**config.mk**
```make
export PLATFORM = sky130hd
export DESIGN_NAME = lfa_div
export DESIGN_NICKNAME = d
export VERILOG_FILES = /design/src/rtl/lfa_pkg.sv /design/src/rtl/lfa_div.sv
export SDC_FILE = /design/constraint.sdc
export NUM_CORES = 1
export LEC_CHECK = 0
export ABC_AREA = 1
export BUFFER_PORTS_ARGS = -buffer_cell sky130_fd_sc_hd__buf_2
export CAP_MARGIN = 20
export CORE_MARGIN = 3
export CORE_UTILIZATION = 55
export CTS_CLUSTER_DIAMETER = 50
export CTS_CLUSTER_SIZE = 14
export DETAILED_ROUTE_END_ITERATION = 6
export PLACE_DENSITY = 0.83
export SLEW_MARGIN = 0
export SYNTH_ARGS = -nofsm -noshare
export SYNTH_HDL_FRONTEND = slang
export SYNTH_SLANG_ARGS = --single-unit
```
**constraint.sdc**
```tcl
create_clock -name clk -period 3.63 [get_ports clk]
set_input_delay 0.726 -clock clk [delete_from_list [all_inputs] [get_ports clk]]
set_output_delay 0.726 -clock clk [all_outputs]
set_load 0.02 [all_outputs]
```
**src/rtl/lfa_pkg.sv**
```systemverilog
// Package for the Lorentz field acceleration block: action and status codes, widths,
// Q10.10 field unpack helper and 32-bit saturation helpers. No dependencies.
`timescale 1ns / 1ps
`default_nettype none
package lfa_pkg;
	localparam int unsigned DEFAULT_BOX_SLOTS = 8;
	localparam int unsigned CFG_W = 63;

	typedef enum logic [1:0] {
		ACT_COMPUTE = 2'd0,
		ACT_LOAD_E  = 2'd1,
		ACT_LOAD_B  = 2'd2,
		ACT_CLEAR   = 2'd3
	} action_t;

	typedef enum logic [1:0] {
		ST_OK      = 2'd0,
		ST_UPDATED = 2'd1,
		ST_ZMASS   = 2'd2,
		ST_SAT     = 2'd3
	} status_t;

	localparam logic [1:0] REG_GRAVITY  = 2'd0;
	localparam logic [1:0] REG_ELECTRIC = 2'd1;
	localparam logic [1:0] REG_MAGNETIC = 2'd2;

	localparam logic [1:0] AXIS_X = 2'd0;
	localparam logic [1:0] AXIS_Y = 2'd1;
	localparam logic [1:0] AXIS_Z = 2'd2;

	function automatic logic signed [20:0] q10_part(input logic [CFG_W-1:0] r,
			input logic [1:0] idx);
		logic signed [20:0] f;
		unique case (idx)
			2'd0: f = r[20:0];
			2'd1: f = r[41:21];
			default: f = r[62:42];
		endcase
		return f;
	endfunction

	function automatic logic signed [31:0] sat32(input logic signed [65:0] v);
		logic signed [31:0] r;
		if (v > 66'sh0_7FFF_FFFF) r = 32'sh7FFF_FFFF;
		else if (v < -66'sh0_8000_0000) r = 32'sh8000_0000;
		else r = v[31:0];
		return r;
	endfunction

	function automatic logic is_sat(input logic signed [65:0] v);
		return (v > 66'sh0_7FFF_FFFF) || (v < -66'sh0_8000_0000);
	endfunction
endpackage
`default_nettype wire

```
**src/rtl/lfa_div.sv**
```systemverilog
// Restoring divider, one quotient bit per cycle: 64-bit signed dividend by
// 32-bit unsigned divisor, quotient truncated toward zero. Uses lfa_pkg.
`timescale 1ns / 1ps
`default_nettype none
module lfa_div
	import lfa_pkg::*;
(
	input  wire logic clk,
	input  wire logic arst_n,
	input  wire logic start,
	input  wire logic signed [63:0] dividend,
	input  wire logic [31:0] divisor,
	output logic done,
	output logic signed [65:0] quotient
);
	logic busy_q;
	logic [5:0] cnt_q;
	logic [63:0] num_q;
	logic [32:0] rem_q;
	logic neg_q;
	logic [31:0] den_q;
	logic [32:0] trial;
	logic [32:0] rem_sh;

	assign rem_sh = {rem_q[31:0], num_q[63]};
	assign trial = rem_sh - {1'b0, den_q};

	always_ff @(posedge clk or negedge arst_n) begin
		if (!arst_n) begin
			busy_q <= 1'b0;
			cnt_q <= '0;
			done <= 1'b0;
		end else begin
			done <= 1'b0;
			if (start) begin
				busy_q <= 1'b1;
				cnt_q <= '0;
			end else if (busy_q) begin
				cnt_q <= cnt_q + 6'd1;
				if (cnt_q == 6'd63) begin
					busy_q <= 1'b0;
					done <= 1'b1;
				end
			end
		end
	end

	always_ff @(posedge clk) begin
		if (start) begin
			neg_q <= dividend[63];
			num_q <= dividend[63] ? 64'(-dividend) : dividend;
			den_q <= divisor;
			rem_q <= '0;
		end else if (busy_q) begin
			if (!trial[32]) begin
				rem_q <= trial;
				num_q <= {num_q[62:0], 1'b1};
			end else begin
				rem_q <= rem_sh;
				num_q <= {num_q[62:0], 1'b0};
			end
		end
	end

	// num_q holds the magnitude quotient after 64 shifts
	assign quotient = neg_q ? -$signed({2'b00, num_q}) : $signed({2'b00, num_q});
endmodule
`default_nettype wire

```
==> Yosys cells after proc, flatten, opt, wreduce, memory -nomap -nowiden <==
Index checks and enable logic that the tools add are counted.
{ "word_totals": {"ff_bits": 137, "in_bits": 99, "out_inout_bits": 67, "wordCells": 27} }
{ "classes": {"n_addsub": 4, "eq_ne": 1, "mux": 14, "reduce_logical": 1} }
{ "op_table": {"columns": ["cell", "n"], "rows": [
  ["$mux 64", 3],
  ["$mux 66", 1],
  ["$neg 64->66", 1],
  ["$neg 64->64", 1],
  ["$sub 33x32->33", 1],
  ["$mux 32", 1],
  ["$mux 6", 2],
  ["$mux 1", 7],
  ["$add 6x1->6 const B", 1],
  ["$eq 6x6->1 const B", 1],
  ["$reduce_bool 2->1", 1]
]} }

==> Logic depth before layout (Yosys ltp) <==
{ "logic_depth": {"depth_word": 4, "mapped_depth": 18, "depth_no_buf": 17} }

==> Least setup slack after synthesis <==
OpenSTA, ideal clock, no wires.
{ "synth_timing": {"path_kind": "input -> register", "from": "in start", "to": "reg num_q[0], enable pin", "setup_time_ns": 0.419, "arrival_ns": 2.348, "required_time_ns": 3.211, "path_slack_ns": 0.863, "stages": 3, "n_path_buf": 1, "cell_sequence": "clkbuf_1 > nor2_1 > inv_1"} }
{ "synth_via": {"elab_chain_len": 1} }
{ "synth_lines": {"columns": ["item", "line", "source"], "rows": [
  ["from (decl)", "lfa_div.sv:10", "input wire logic start,"],
  ["$reduce_bool 2->1 (no source line)", null, null],
  ["to (signal assigned)", "lfa_div.sv:51", "num_q <= dividend[63] ? 64'(-dividend) : dividend;"],
  ["to (signal assigned)", "lfa_div.sv:57", "num_q <= {num_q[62:0], 1'b1};"],
  ["to (signal assigned)", "lfa_div.sv:60", "num_q <= {num_q[62:0], 1'b0};"],
  ["to (decl)", "lfa_div.sv:18", "logic [63:0] num_q;"]
]} }
Every way passes these cells.
A chain may end at the register's enable or synchronous reset.

==> Worst setup path after layout <==
{ "layout_timing": {"from": "reg num_q[1]", "to": "out quotient[24]"} }
{ "layout_via": {"elab_chain_len": 2} }
{ "layout_lines": {"columns": ["item", "line", "source"], "rows": [
  ["$neg 64->66", "lfa_div.sv:66", "assign quotient = neg_q ? -$signed({2'b00, num_q}) : $signed({2'b00, num_q});"],
  ["$mux 66", "lfa_div.sv:66", null],
  ["to (decl)", "lfa_div.sv:14", "output logic signed [65:0] quotient"]
]} }
Every way passes these cells.

==> metrics <==
status=finished, violations left; failing checks=DRC; synth cell count leaders=nand2_1 (709), inv_1 (331), nor2_1 (252), nand3_1 (149), edfxtp_1 (97); pre-CTS worst setup slack=roughly 580 ps; P&R area growth vs syn=13.26%; CP Capture Type=output port; Final Skew=about 15 ps; mux share of post-synthesis cell area=0%; full die area=roughly 25000 um^2; setup repair after global routing missed its margin=no; Final Hold Fails=0; final std cells w/o fill=about 2500; PD cells=358.3 nW/um^2; worst IR drop on VDD=a little over 0.3 mV; 1st-pass router iterations=7; start of the worst register-to-register path=num_q[63]$_DFFE_PP_; max-slew violations=0; Reg-to-Reg End=rem_q[26]$_SDFFE_PP0P_; worst-skew pair later-pin latency=around 440 ps; fin nets=around 2400; fraction of the mapped netlist area in compound gates=under 10%; CP top delay family=simple AND/OR/NAND/NOR gates; post-synthesis adder-cell area fraction=3.559%; Ys Warns=0; syn avg cell area=~6.2 um^2; setup slack, reg-to-reg=slightly below 800 ps; placed cells=2515; clock transition at the registers of the reported paths=roughly 70 ps; Buf/Inv on CP=3; final WL=roughly 43 mm; PortBufs=between 150 and 200; Final TNS setup=0 ps; Crit Path Category=flop to output port; initial antenna violation count=1; Max Clk Rate=roughly 0.28 GHz; layout cell share with drive strength beyond 1=about an eighth; DRC errors left=1; post-synth cell types=between 50 and 60; via count=14112; worst path arrival time=between 2000 and 3000 ps; RePlAce Congestion=between 1 and 1.5; gr usage total=approximately a third; maxcap violations=0; CTS buffer count=17; top cell type's share of synthesized area=a little under a quarter; Rows=55; final setup fails=0; Async SR Flop Fraction=between 5 and 6%; Final min period=3539 ps; CP Max Fanout=4; CP peak stage delay=420 ps; vias in the first global route=~13000; final setup margin=between 90 and 100 ps; number of synthesized flops with an enable pin=97; Slew HR=between 40% and 50%; final period utilization=a little over nine tenths; worst r2r path cells=17; Starting Density=between 50% and 60%; post-synth top area cell=edfxtp_1; actual slew at the worst max-slew pin=867.2 ps; Simple-Gate Fraction of Synth Area=41.86%; WL per Instance=approximately 17 um; Syn Inst Count=about 2100; CTS HTree Levels=4; Clock Sinks=137; # IOs=166; root buf cell=clkbuf_16; Mapped Area=approximately 13000 um^2; hold crit path type=input pin to asynchronous set/reset pin; largest net degree at the start of global routing=56; Die Y=158.9 um; GRT Residual Overflow=0; ranking of synthesized cells by area=edfxtp_1 (23%), nand2_1 (21%), inv_1 (9.7%); TritonCTS clock tree=done; post-DP HPWL=about 34 mm; largest family of logic cells by synthesized area=simple AND/OR/NAND/NOR gates; first-pass GRT wire length=~67 mm; Post-Syn Nets=2206; Pleak=between 7 and 8 nW; Core ar.=about 23000 um^2; vias per cell=between 5 and 6; most frequent cell after synthesis=nand2_1; commonest register cell after synthesis=edfxtp_1; Seq cells post-synth=~140; CP startpoint kind=flop; fraction of synthesized cell area in xor and xnor cells=under 10%; Final Util=a little under two thirds; Starting DRT DRC Count=2019; sequential-to-total area share from yosys stat=between 20% and 30%; Die W=around 160 um; CP Cell Sequence=inv_1 > ha_2 > nand2_1 > inv_1 > nand2_1 > or2_1 > or2_1 > o21ai_1 > xor2_1 > buf_2; Slowest cell on crit path=edfxtp_1; Clock Tree Buf Depth=2; Required @ worst endpoint=2900 ps; post-route ant nets=0
## worst max-delay path by stage
stage | startpoint | to | slack [ps] | cells after the start
4_1_cts | num_q[0]$_DFFE_PP_ | quotient[24] | 90 | 10
5_1_grt | num_q[5]$_DFFE_PP_ | quotient[24] | 1 | 9
6_report | num_q[1]$_DFFE_PP_ | quotient[24] | 90 | 10
3_3_place_gp | num_q[0]$_DFFE_PP_ | quotient[24] | 540 | 10
3_5_place_dp | num_q[1]$_DFFE_PP_ | quotient[24] | 580 | 10
2_1_floorplan | start | num_q[0]$_DFFE_PP_ | 860 | 3
## kinds of logic (layout without fill, tap and decap cells)
group                      after synthesis  in the layout
and+or+nand+nor                       1253           1253
xor gates and xnor gates               106            106
AOI/OAI and AO/OA                      155            155
adders and majority gates               36             36
other                                    0              1
buffers and inverters                  384            547
DFF                                    137            137
## cells in the final DEF, fill, tap and decap left out, types with 30 or more instances in the layout
cell type / netlist / routed
dfxtp_1: 32 / 32
nand3_1: 149 / 149
edfxtp_1: 97 / 97
o21ai_0: 84 / 84
a21oi_1: 30 / 30
nand4_1: 48 / 48
nor2_1: 252 / 248
inv_1: 331 / 328
buf_2: 3 / 164
ha_1: 35 / 34
nand2_1: 709 / 709
xor2_1: 88 / 88
## worst reg2reg max path, delay by kind of cell, from the launching register on
family	cells	cell delay [ps]
fa+ha+maj	2	650
buf+inv	2	190
simple gates	13	1480
flops	1	420
## area by class of cell
| type | instances | area (um^2) |
|---|---|---|
| clock inverter | 15 | 173.9 |
| fill | 2167 | 8274 |
| multi-input combinational | 1550 | 7630 |
| antenna | 1 | 2.502 |
| timing repair buffer | 176 | 923.4 |
| clock buffer | 17 | 425.4 |
| sequential | 137 | 3754 |
| tap | 313 | 391.6 |
| inverter | 339 | 1272 |
## per-layer routing
metal	GRT usage, %	vias up	routed length (um)
li1	-	6813	-
met1	48.15	6361	18430
met2	48.49	851	17800
met3	5.281	87	5003
met4	11.42	0	1350
met5	0	-	0
## repair_timing
| action | 4_1_cts | 5_1_grt |
|---|---|---|
| setup buffers | 0 | 0 |
| resized for setup | 0 | 4 |
| setup endpoints to repair | 0 | 6 |
| hold buffers | 0 | 0 |
## power breakdown
group | internal, W | leakage [nW] | switching (W) | total [W]
clock | 0.000933 | 0.296 | 0.000846 | 0.00178
combinational | 0.000438 | 5.63 | 0.00104 | 0.00148
sequential | 0.00183 | 1.39 | 0.000137 | 0.00197
total | 0.00320 | 7.31 | 0.00202 | 0.00522
## stage by stage
stage	area, um^2	hold WS, ps	power [W]
6_report	14570	117.2	0.005222
5_1_grt	14570	124.6	0.005421
4_1_cts	14560	116.8	0.005169
3_5_place_dp	13960	463.7	0.003415
3_3_place_gp	13960	459.6	0.003396
2_1_floorplan	12870	430.4	0.002860
## state kept, by name, summed over array words and instances (netlist names)
name	cells
done	1
busy_q	1
num_q	64
rem_q	32
den_q	32
cnt_q	6
neg_q	1
Note: power is estimated with default switching activity, not from simulation.
