File: config.mk
export PLATFORM = sky130hd
export DESIGN_NAME = lfa_cfg
export DESIGN_NICKNAME = d
export VERILOG_FILES = /design/src/rtl/lfa_pkg.sv /design/src/rtl/lfa_cfg.sv
export SDC_FILE = /design/constraint.sdc
export NUM_CORES = 1
export LEC_CHECK = 0
export ABC_AREA = 0
export ABC_CLOCK_PERIOD_IN_PS = 890
export BUFFER_PORTS_ARGS = -buffer_cell sky130_fd_sc_hd__buf_2
export CORE_UTILIZATION = 49
export DETAILED_ROUTE_END_ITERATION = 8
export GPL_TIMING_DRIVEN = 1
export PLACE_DENSITY = 0.77
export SKIP_LAST_GASP = 1
export SYNTH_ARGS = -nofsm -noshare
export SYNTH_HDL_FRONTEND = slang
export SYNTH_SLANG_ARGS = --single-unit
File: constraint.sdc
create_clock -name clk -period 0.89 [get_ports clk]
set_input_delay 0.0445 -clock clk [delete_from_list [all_inputs] [get_ports clk]]
set_output_delay 0.0445 -clock clk [all_outputs]
set_load 0.02 [all_outputs]
File: src/rtl/lfa_pkg.sv
// Package for the Lorentz field acceleration block: action and status codes, widths,
// Q10.10 field unpack helper and 32-bit saturation helpers. No dependencies.
`timescale 1ns / 1ps
`default_nettype none
package lfa_pkg;
	localparam int unsigned DEFAULT_BOX_SLOTS = 8;
	localparam int unsigned CFG_W = 63;

	typedef enum logic [1:0] {
		ACT_COMPUTE = 2'd0,
		ACT_LOAD_E  = 2'd1,
		ACT_LOAD_B  = 2'd2,
		ACT_CLEAR   = 2'd3
	} action_t;

	typedef enum logic [1:0] {
		ST_OK      = 2'd0,
		ST_UPDATED = 2'd1,
		ST_ZMASS   = 2'd2,
		ST_SAT     = 2'd3
	} status_t;

	localparam logic [1:0] REG_GRAVITY  = 2'd0;
	localparam logic [1:0] REG_ELECTRIC = 2'd1;
	localparam logic [1:0] REG_MAGNETIC = 2'd2;

	localparam logic [1:0] AXIS_X = 2'd0;
	localparam logic [1:0] AXIS_Y = 2'd1;
	localparam logic [1:0] AXIS_Z = 2'd2;

	function automatic logic signed [20:0] q10_part(input logic [CFG_W-1:0] r,
			input logic [1:0] idx);
		logic signed [20:0] f;
		unique case (idx)
			2'd0: f = r[20:0];
			2'd1: f = r[41:21];
			default: f = r[62:42];
		endcase
		return f;
	endfunction

	function automatic logic signed [31:0] sat32(input logic signed [65:0] v);
		logic signed [31:0] r;
		if (v > 66'sh0_7FFF_FFFF) r = 32'sh7FFF_FFFF;
		else if (v < -66'sh0_8000_0000) r = 32'sh8000_0000;
		else r = v[31:0];
		return r;
	endfunction

	function automatic logic is_sat(input logic signed [65:0] v);
		return (v > 66'sh0_7FFF_FFFF) || (v < -66'sh0_8000_0000);
	endfunction
endpackage
`default_nettype wire

File: src/rtl/lfa_cfg.sv
// APB register file for gravity, electric and magnetic vectors (64-bit data).
// Uses lfa_pkg.
`timescale 1ns / 1ps
`default_nettype none
module lfa_cfg
	import lfa_pkg::*;
(
	input  wire logic clk,
	input  wire logic arst_n,
	input  wire logic psel,
	input  wire logic penable,
	input  wire logic pwrite,
	input  wire logic [4:0] paddr,
	input  wire logic [63:0] pwdata,
	output logic [63:0] prdata,
	output logic pready,
	output logic [CFG_W-1:0] grav,
	output logic [CFG_W-1:0] efld,
	output logic [CFG_W-1:0] bfld
);
	logic [1:0] idx;
	assign idx = paddr[4:3];
	assign pready = 1'b1;

	always_ff @(posedge clk or negedge arst_n) begin
		if (!arst_n) begin
			grav <= '0;
			efld <= '0;
			bfld <= '0;
		end else if (psel && penable && pwrite && paddr[2:0] == 3'd0) begin
			unique case (idx)
				REG_GRAVITY:  grav <= pwdata[CFG_W-1:0];
				REG_ELECTRIC: efld <= pwdata[CFG_W-1:0];
				REG_MAGNETIC: bfld <= pwdata[CFG_W-1:0];
				default: ;
			endcase
		end
	end

	always_comb begin
		unique case (idx)
			REG_GRAVITY:  prdata = {1'b0, grav};
			REG_ELECTRIC: prdata = {1'b0, efld};
			REG_MAGNETIC: prdata = {1'b0, bfld};
			default: prdata = '0;
		endcase
	end
endmodule
`default_nettype wire

==> impl_metrics.py, run 1 <==
metrics = {
    "sta": {
        "endpoint_type": "primary output",
        "crit_endpoint": "prdata[48]",
    },
    "status": {
        "stop_stage": "global routing",
        "status": "stopped before the end",
        "first-error": "[ERROR GRT-0232] Routing congestion too high. Check the congestion heatmap in the GUI.",
    },
    "clocking": {
        "cts_buffers": 17,
        "cts_root_buf": "clkbuf_16",
        "cts.sinks": 189,
        "htreeDepth": 4,
        "clock_path_buffers": 2,
    },
    "synth": {
        "netlist_area_mm2": 0.00841,
        "ys.flop_type": "dfrtp_1",
        "synthCells": 618,
        "ys_warn_count": 0,
        "synth_area_leaders": "dfrtp_1 56%, mux2_1 17%, mux2_2 8.7%, mux2i_1 7.5%, o21ai_0 3.7%",
        "synth_most_common_cell": "dfrtp_1",
        "synth_edf_count": 0,
        "synth.distinct_cells": 19,
        "synthArstFlopShare_pct": 100,
        "ys_seq_area_share_pct": 56.2,
        "synth_common_cells": "189 x dfrtp_1, 124 x mux2_1, 65 x mux2_2",
        "ys_seq_elements": 189,
        "syn_nets": 692,
        "synth_area_per_cell_um2": 13.6,
        "yosysTopAreaCell": "dfrtp_1",
        "synth_top_area_share_pct": 56.2,
    },
    "global_route": {
        "grt_max_degree": 34,
        "grtUsageTotal_pct": 90.8,
        "overflow": 317,
    },
    "floorplanning": {
        "row_count": 47,
        "floorplan.initialDensity_pct": 50.5,
        "die_y_um": 133,
        "die_width_um": 133,
        "pin_count": 328,
    },
    "placement": {
        "portBuffers": 324,
        "globalplace.congestion": 0.810,
        "dp.final_hpwl_um": 16400,
        "dpl.cell_count": 1160,
        "place_area_mm2": 0.0110,
    },
}
## stage by stage
stage,setup TNS [ns],setup WS (ns)
after floorplan,-51.70,-0.366
after global placement,-116.68,-0.562
after detailed placement,-118.76,-0.588
after CTS,-89.26,-0.446
## layer usage
metal	GRT overflow	track usage, %
met1	3	88.2
met4	116	99.3
met3	6	80.6
met2	191	103
met5	1	36.7
## cell families after synthesis
logic type | count (synthesis) | share of synthesized area [%]
multiplexers | 252 | 32.8
AO/OA/AOI/OAI | 63 | 3.75
AND/OR/NAND/NOR | 69 | 3.42
flip-flops | 189 | 56.2
other | 2 | 0.0893
buffers and inverters | 43 | 3.69
## timing repair
item,CTS
pin swaps,28
cloned,13
hold buffers,64
endpoints found under the hold margin,378
setup endpoints to repair,441
gates resized for setup,602
setup buffers,131
==> run 2, diff against run 1 <==
--- a/config.mk
+++ b/config.mk
@@ -8,10 +8,10 @@
 export ABC_AREA = 0
 export ABC_CLOCK_PERIOD_IN_PS = 890
 export BUFFER_PORTS_ARGS = -buffer_cell sky130_fd_sc_hd__buf_2
-export CORE_UTILIZATION = 49
+export CORE_UTILIZATION = 40
 export DETAILED_ROUTE_END_ITERATION = 8
 export GPL_TIMING_DRIVEN = 1
-export PLACE_DENSITY = 0.77
+export PLACE_DENSITY_LB_ADDON = 0.15
 export SKIP_LAST_GASP = 1
 export SYNTH_ARGS = -nofsm -noshare
 export SYNTH_HDL_FRONTEND = slang
==> run 2 against run 1 <==
Effect of this change: the flow now finishes, with violations (setup timing); synthesized cell count stayed put; synthesized area unchanged.
==> impl_metrics.py, run 2 <==
metrics = {
    "floorplanning": {
        "die_y_um": 147,
        "floorplan.initialDensity_pct": 41.2,
        "core-area_mm2": 0.0204,
        "die_width_um": 147,
        "row_count": 52,
        "die-area_mm2": 0.0216,
        "pin_count": 328,
    },
    "setup_path": {
        "startpoint_type": "register",
        "cp-startpoint": "efld[34]",
        "worstSetupPathType": "reg2out",
        "crit_path_end_kind": "primary output",
        "reg2reg_to": "efld[24]",
        "critPathRequiredTime_ns": 0.85,
        "cp_max_fo": 2,
        "reg2reg_from": "efld[24]",
        "reg2regPathDepth": 3,
        "reg2reg_slack_ns": -0.15,
        "critPathArrivalTime_ns": 1.37,
    },
    "drt": {
        "antenna_left": 0,
        "drtIter0Drc": 259,
        "num_vias": 7504,
        "via_per_inst": 5.15,
        "routed_wl_um": 32200,
        "dr.pass1.iters": 4,
        "drcViolationCount": 0,
        "wl_per_cell_um": 22.1,
    },
    "sta": {
        "setup_violations": 441,
        "drv_slew": 0,
        "slew_headroom_pct": 55.7,
        "grt_setup_unrepaired": "yes",
        "fin_crit_sh_pct": 158,
        "period_minus_slack_ns": 1.41,
        "hold_viol_final": 0,
        "timing.final.ws_setup_ns": -0.520,
        "clock_skew_ns": 0,
        "max_freq_mhz": 709,
        "worst_pin_slew_ns": 0.664,
    },
    "synth": {
        "netlist_area_mm2": 0.00841,
        "synth.distinct_cells": 19,
        "synth_edf_count": 0,
        "synthCells": 618,
        "ys.flop_type": "dfrtp_1",
        "ys_warn_count": 0,
        "ys_seq_area_share_pct": 56.2,
        "syn_nets": 692,
        "ys_seq_elements": 189,
        "synth_common_cells": "189 x dfrtp_1, 124 x mux2_1, 65 x mux2_2",
        "synth_most_common_cell": "dfrtp_1",
        "synth_area_leaders": "dfrtp_1 56%, mux2_1 17%, mux2_2 8.7%, mux2i_1 7.5%, o21ai_0 3.7%",
        "synthArstFlopShare_pct": 100,
        "yosysTopAreaCell": "dfrtp_1",
        "synth_area_per_cell_um2": 13.6,
        "synth_top_area_share_pct": 56.2,
    },
    "power_and_ir_drop": {
        "p_clk_share_pct": 30.1,
        "seqPwrFrac_pct": 40.8,
        "p_leak_nw": 8.17,
        "comb_power_share_pct": 29.1,
        "total_power_mw": 24.5,
        "sw_frac_of_total_pct": 30.7,
        "ir_worst_vdd_v": 0.00154,
        "intPower_mw": 16.9,
        "p_sw_mw": 7.52,
        "power.density_mw_per_mm2": 1540,
    },
    "layout": {
        "finalNonFillerCells": 1458,
        "final_cell_mix": "355 x buf_6, 189 x dfrtp_1, 122 x mux2_4, 82 x buf_2, 64 x dlygate4sd3_1",
        "drive_above_1_share_pct": 68.0,
        "reg.largest.list": "bfld: 63 flops, efld: 63 flops, grav: 63 flops",
        "diodes": 0,
        "final_common_cell": "buf_6",
        "nets": 1249,
        "area.growth.synth_to_final_pct": 88.4,
    },
    "clocking": {
        "clock_path_buffers": 2,
        "htreeDepth": 4,
        "cts_buffers": 17,
        "cts_root_buf": "clkbuf_16",
        "clock_latency_ns": 0.43,
        "clkTransAtPathRegs_ns": 0.08,
        "cts.sinks": 189,
        "cts_tree": "built",
    },
    "global_route": {
        "grtUsageTotal_pct": 28.4,
        "antenna_found_initial": 0,
        "grt_max_degree": 33,
        "grt_pass1_wl_um": 46700,
        "overflow": 0,
        "grt_pass1_vias": 8045,
    },
    "placement": {
        "portBuffers": 324,
        "globalplace.congestion": 0.794,
        "dpl.cell_count": 1207,
        "dp.final_hpwl_um": 16400,
    },
    "status": {
        "status": "finished with violations",
        "failed_checks": "setup timing",
    },
    "min_path": {
        "hold_path.class": "in2async",
    },
    "flow_run": {
        "maxCapViolCount": 0,
    },
}
[run 2: cell counts after synthesis]
No cell type changed its count.
[run 2: area by class of cell]
cell class	instances	area, um2
Multi-Input combinational cell	386	4120
Tap cell	270	338
Clock buffer	18	429
Clock inverter	14	125
Sequential cell	189	4730
Fill cell	1153	4590
Timing Repair Buffer	581	6100
[run 2: worst max path at each step]
stage                     slack (ns)  cells past startpoint          to
after floorplan                -0.37                      5     grav[0]
after global placement         -0.61                      6    efld[12]
after detailed placement       -0.64                      5    grav[24]
after CTS                      -0.44                      3  prdata[24]
after global routing           -0.57                      3  prdata[29]
final                          -0.52                      3  prdata[34]
[run 2: critical path, stage by stage (launching register included)]
cell and delay (ns):
dfrtp_1 0.41, mux2i_1 0.25, o21ai_2 0.12, buf_6 0.16
[run 2: power by group through the flow]
stage	registers, mW	clock network (mW)	logic (mW)
floorplan	10.8	0	1.63
global placement	10.0	0	4.15
CTS	9.90	7.49	6.51
finish	9.98	7.37	7.12
detailed placement	10.0	0	4.20
global route	10.0	7.89	7.46
[run 2: cells by family (layout without fill, tap and decap cells)]
| family | Yosys count | in the layout | synth area share, % |
|---|---|---|---|
| buf+inv | 43 | 613 | 3.69 |
| mux | 252 | 252 | 32.8 |
| other cells | 2 | 2 | 0.0893 |
| compound gates | 63 | 63 | 3.75 |
| flops | 189 | 189 | 56.2 |
| simple gates | 69 | 69 | 3.42 |
[run 2: routing by layer]
layer	vias to the layer above	global-route usage [%]	wire length, um
met4	0	11.3	988
met3	69	5.47	1520
li1	3307	-	-
met1	3835	33.4	12500
met2	293	50.8	17200
met5	-	0	0
[run 2: what timing repair did]
action	CTS	global route
setup endpoints to repair	376	435
setup buffers	114	99
hold endpoints to repair	378	0
gates resized for setup	562	183
hold buffers	64	0
cloned	8	3
pin swaps	9	12
[run 2: per-stage QoR]
| stage | hold slack, ns | worst slack, ns | utilization [%] | area (um2) | TNS, ns |
|---|---|---|---|---|---|
| after floorplan | -0.251 | -0.366 | - | 8960 | -51.70 |
| after global placement | -0.0606 | -0.610 | 54.0 | 11000 | -115.66 |
| after detailed placement | -0.0603 | -0.638 | 54.0 | 11000 | -114.89 |
| after CTS | 0.0377 | -0.443 | 74.4 | 15200 | -85.81 |
| after global routing | 0.0660 | -0.571 | 77.5 | 15800 | -102.42 |
| final | 0.0652 | -0.520 | 77.5 | 15800 | -89.70 |
Power figures use the tool's default switching activity.
==> run 3, diff against run 2 <==
--- a/config.mk
+++ b/config.mk
@@ -12,6 +12,7 @@
 export DETAILED_ROUTE_END_ITERATION = 8
 export GPL_TIMING_DRIVEN = 1
 export PLACE_DENSITY_LB_ADDON = 0.15
+export SKIP_CTS_REPAIR_TIMING = 1
 export SKIP_LAST_GASP = 1
 export SYNTH_ARGS = -nofsm -noshare
 export SYNTH_HDL_FRONTEND = slang
==> constraint.sdc (replaced) <==
create_clock -name clk -period 0.89 [get_ports clk]
set_input_delay 0.089 -clock clk [delete_from_list [all_inputs] [get_ports clk]]
set_output_delay 0.089 -clock clk [all_outputs]
set_load 0.02 [all_outputs]
==> run 3 against run 2 <==
Effect of this change: the flow still finishes with violations (setup timing); combinational power down 14%; hold slack better by 0.024 ns; global-route usage down 7.2 points; cell area down 5.7%; cell count down 3.2%; clock skew unchanged; wire length down 13%; clock-buffer cell count up 2; critical endpoint is now prdata[13]; highest routed layer unchanged.
==> impl_metrics.py, run 3 (synthesized netlist as in run 2, its figures left out) <==
metrics = {
    "sta": {
        "hold_viol_final": 0,
        "drv_slew": 0,
        "setup_violations": 386,
        "timing.final.ws_setup_ns": -0.518,
        "worst_pin_slew_ns": 0.503,
        "clock_skew_ns": 0,
        "max_freq_mhz": 710,
        "tns_ns": -96.37,
        "grt_setup_unrepaired": "yes",
        "hold_ws_ns": 0.0890,
        "fin_crit_sh_pct": 158,
        "period_minus_slack_ns": 1.41,
        "slew_headroom_pct": 66.5,
    },
    "setup_path": {
        "worstSetupPathType": "reg2out",
        "crit_path_end_kind": "primary output",
        "critPathRequiredTime_ns": 0.80,
        "critPathArrivalTime_ns": 1.32,
        "startpoint_type": "register",
        "reg2regPathDepth": 3,
        "reg2reg_from": "efld[23]",
        "cp_max_fo": 3,
        "reg2reg_slack_ns": -0.12,
        "cp-startpoint": "grav[13]",
        "reg2reg_to": "efld[23]",
    },
    "clocking": {
        "htreeDepth": 4,
        "clock_path_buffers": 2,
        "cts_tree": "built",
        "cts_root_buf": "clkbuf_16",
        "cts.sinks": 189,
        "cts_buffers": 17,
        "clock_latency_ns": 0.42,
        "clkTransAtPathRegs_ns": 0.08,
    },
    "power_and_ir_drop": {
        "p_sw_mw": 7.15,
        "p_leak_nw": 7.85,
        "ir_worst_vdd_v": 0.00124,
        "seqPwrFrac_pct": 42.4,
        "sw_frac_of_total_pct": 30.1,
        "power.density_mw_per_mm2": 1590,
        "comb_power_share_pct": 25.9,
        "intPower_mw": 16.6,
        "p_clk_share_pct": 31.7,
        "total_power_mw": 23.7,
    },
    "global_route": {
        "grtUsageTotal_pct": 21.2,
        "grt_pass1_vias": 6365,
        "grt_pass1_wl_um": 35900,
        "overflow": 0,
        "grt_max_degree": 42,
        "antenna_found_initial": 0,
    },
    "floorplanning": {
        "die_y_um": 147,
        "core-area_mm2": 0.0204,
        "row_count": 52,
        "die-area_mm2": 0.0216,
        "die_width_um": 147,
        "floorplan.initialDensity_pct": 41.2,
        "pin_count": 328,
    },
    "placement": {
        "globalplace.congestion": 0.779,
        "portBuffers": 324,
        "dp.final_hpwl_um": 16300,
        "pre_cts_ws_ns": -0.699,
    },
    "layout": {
        "diodes": 0,
        "nFillCells": 1299,
        "multi_input_area_mm2": 0.00399,
        "area.growth.synth_to_final_pct": 77.7,
        "regArea_mm2": 0.00473,
        "nets": 1202,
        "final_common_cell": "buf_6",
        "reg.largest.list": "bfld: 63 flops, efld: 63 flops, grav: 63 flops",
        "final_cell_mix": "257 x buf_6, 186 x dfrtp_1, 107 x buf_2, 94 x mux2_4, 74 x buf_4",
        "drive_above_1_share_pct": 64.2,
    },
    "drt": {
        "via_per_inst": 5.04,
        "wl_per_cell_um": 19.8,
        "num_vias": 7116,
        "drtIter0Drc": 245,
        "antenna_left": 0,
        "routed_wl_um": 28000,
        "drcViolationCount": 0,
        "dr.pass1.iters": 4,
    },
    "status": {
        "status": "finished with violations",
        "failed_checks": "setup timing",
    },
    "flow_run": {
        "maxCapViolCount": 0,
    },
    "min_path": {
        "hold_path.class": "in2async",
    },
}
==> run 3: changes by cell type in the layout (fill, tap and decap cells not counted), sizes merged <==
cell / delta
buf: -52
clkbuf: +7
clkinv: +4
inv: -6
==> run 3: how the worst max path moves through the flow <==
| stage | slack [ns] | depth (start not counted) | to |
|---|---|---|---|
| 5_1_grt | -0.60 | 3 | prdata[28] |
| 3_3_place_gp | -0.69 | 5 | grav[52] |
| 3_5_place_dp | -0.70 | 5 | grav[38] |
| 6_report | -0.52 | 3 | prdata[13] |
| 2_1_floorplan | -0.41 | 5 | grav[0] |
| 4_1_cts | -0.48 | 3 | prdata[36] |
==> run 3: power groups by stage <==
stage	clock network [mW]	logic, mW	registers [mW]
after floorplan	0	1.64	10.8
after global placement	0	4.19	10.1
after detailed placement	0	4.24	10.1
after CTS	7.66	4.25	9.92
after global routing	8.04	6.46	10.1
final	7.53	6.15	10.1
==> run 3: final cells by class <==
cell class,count,area share (%)
tap,270,2.26
clock inverter,12,0.871
sequential,189,31.7
multi-input combinational,386,26.7
timing repair buffer,534,35.4
clock buffer,20,3.12
==> run 3: metal layers <==
layer	vias up	wire, um	track usage (%)
li1	3213	-	-
met1	3647	11600	27.7
met2	236	15100	36.3
met3	20	1070	4.16
met4	0	269	5.05
met5	-	0	0
==> run 3: critical path, stage by stage (launching register included) <==
cell     delay, ns
dfrtp_1       0.43
mux2i_1       0.23
o21ai_2       0.09
buf_6         0.15
==> run 3: through the flow <==
step           std cells  area (um2)  utilization, %
3_5_place_dp        1222       11100            54.5
2_1_floorplan        618        8980               -
3_3_place_gp        1222       11100            54.5
6_report            1411       14900            73.2
4_1_cts             1254       11700            57.4
5_1_grt             1411       14900            73.2
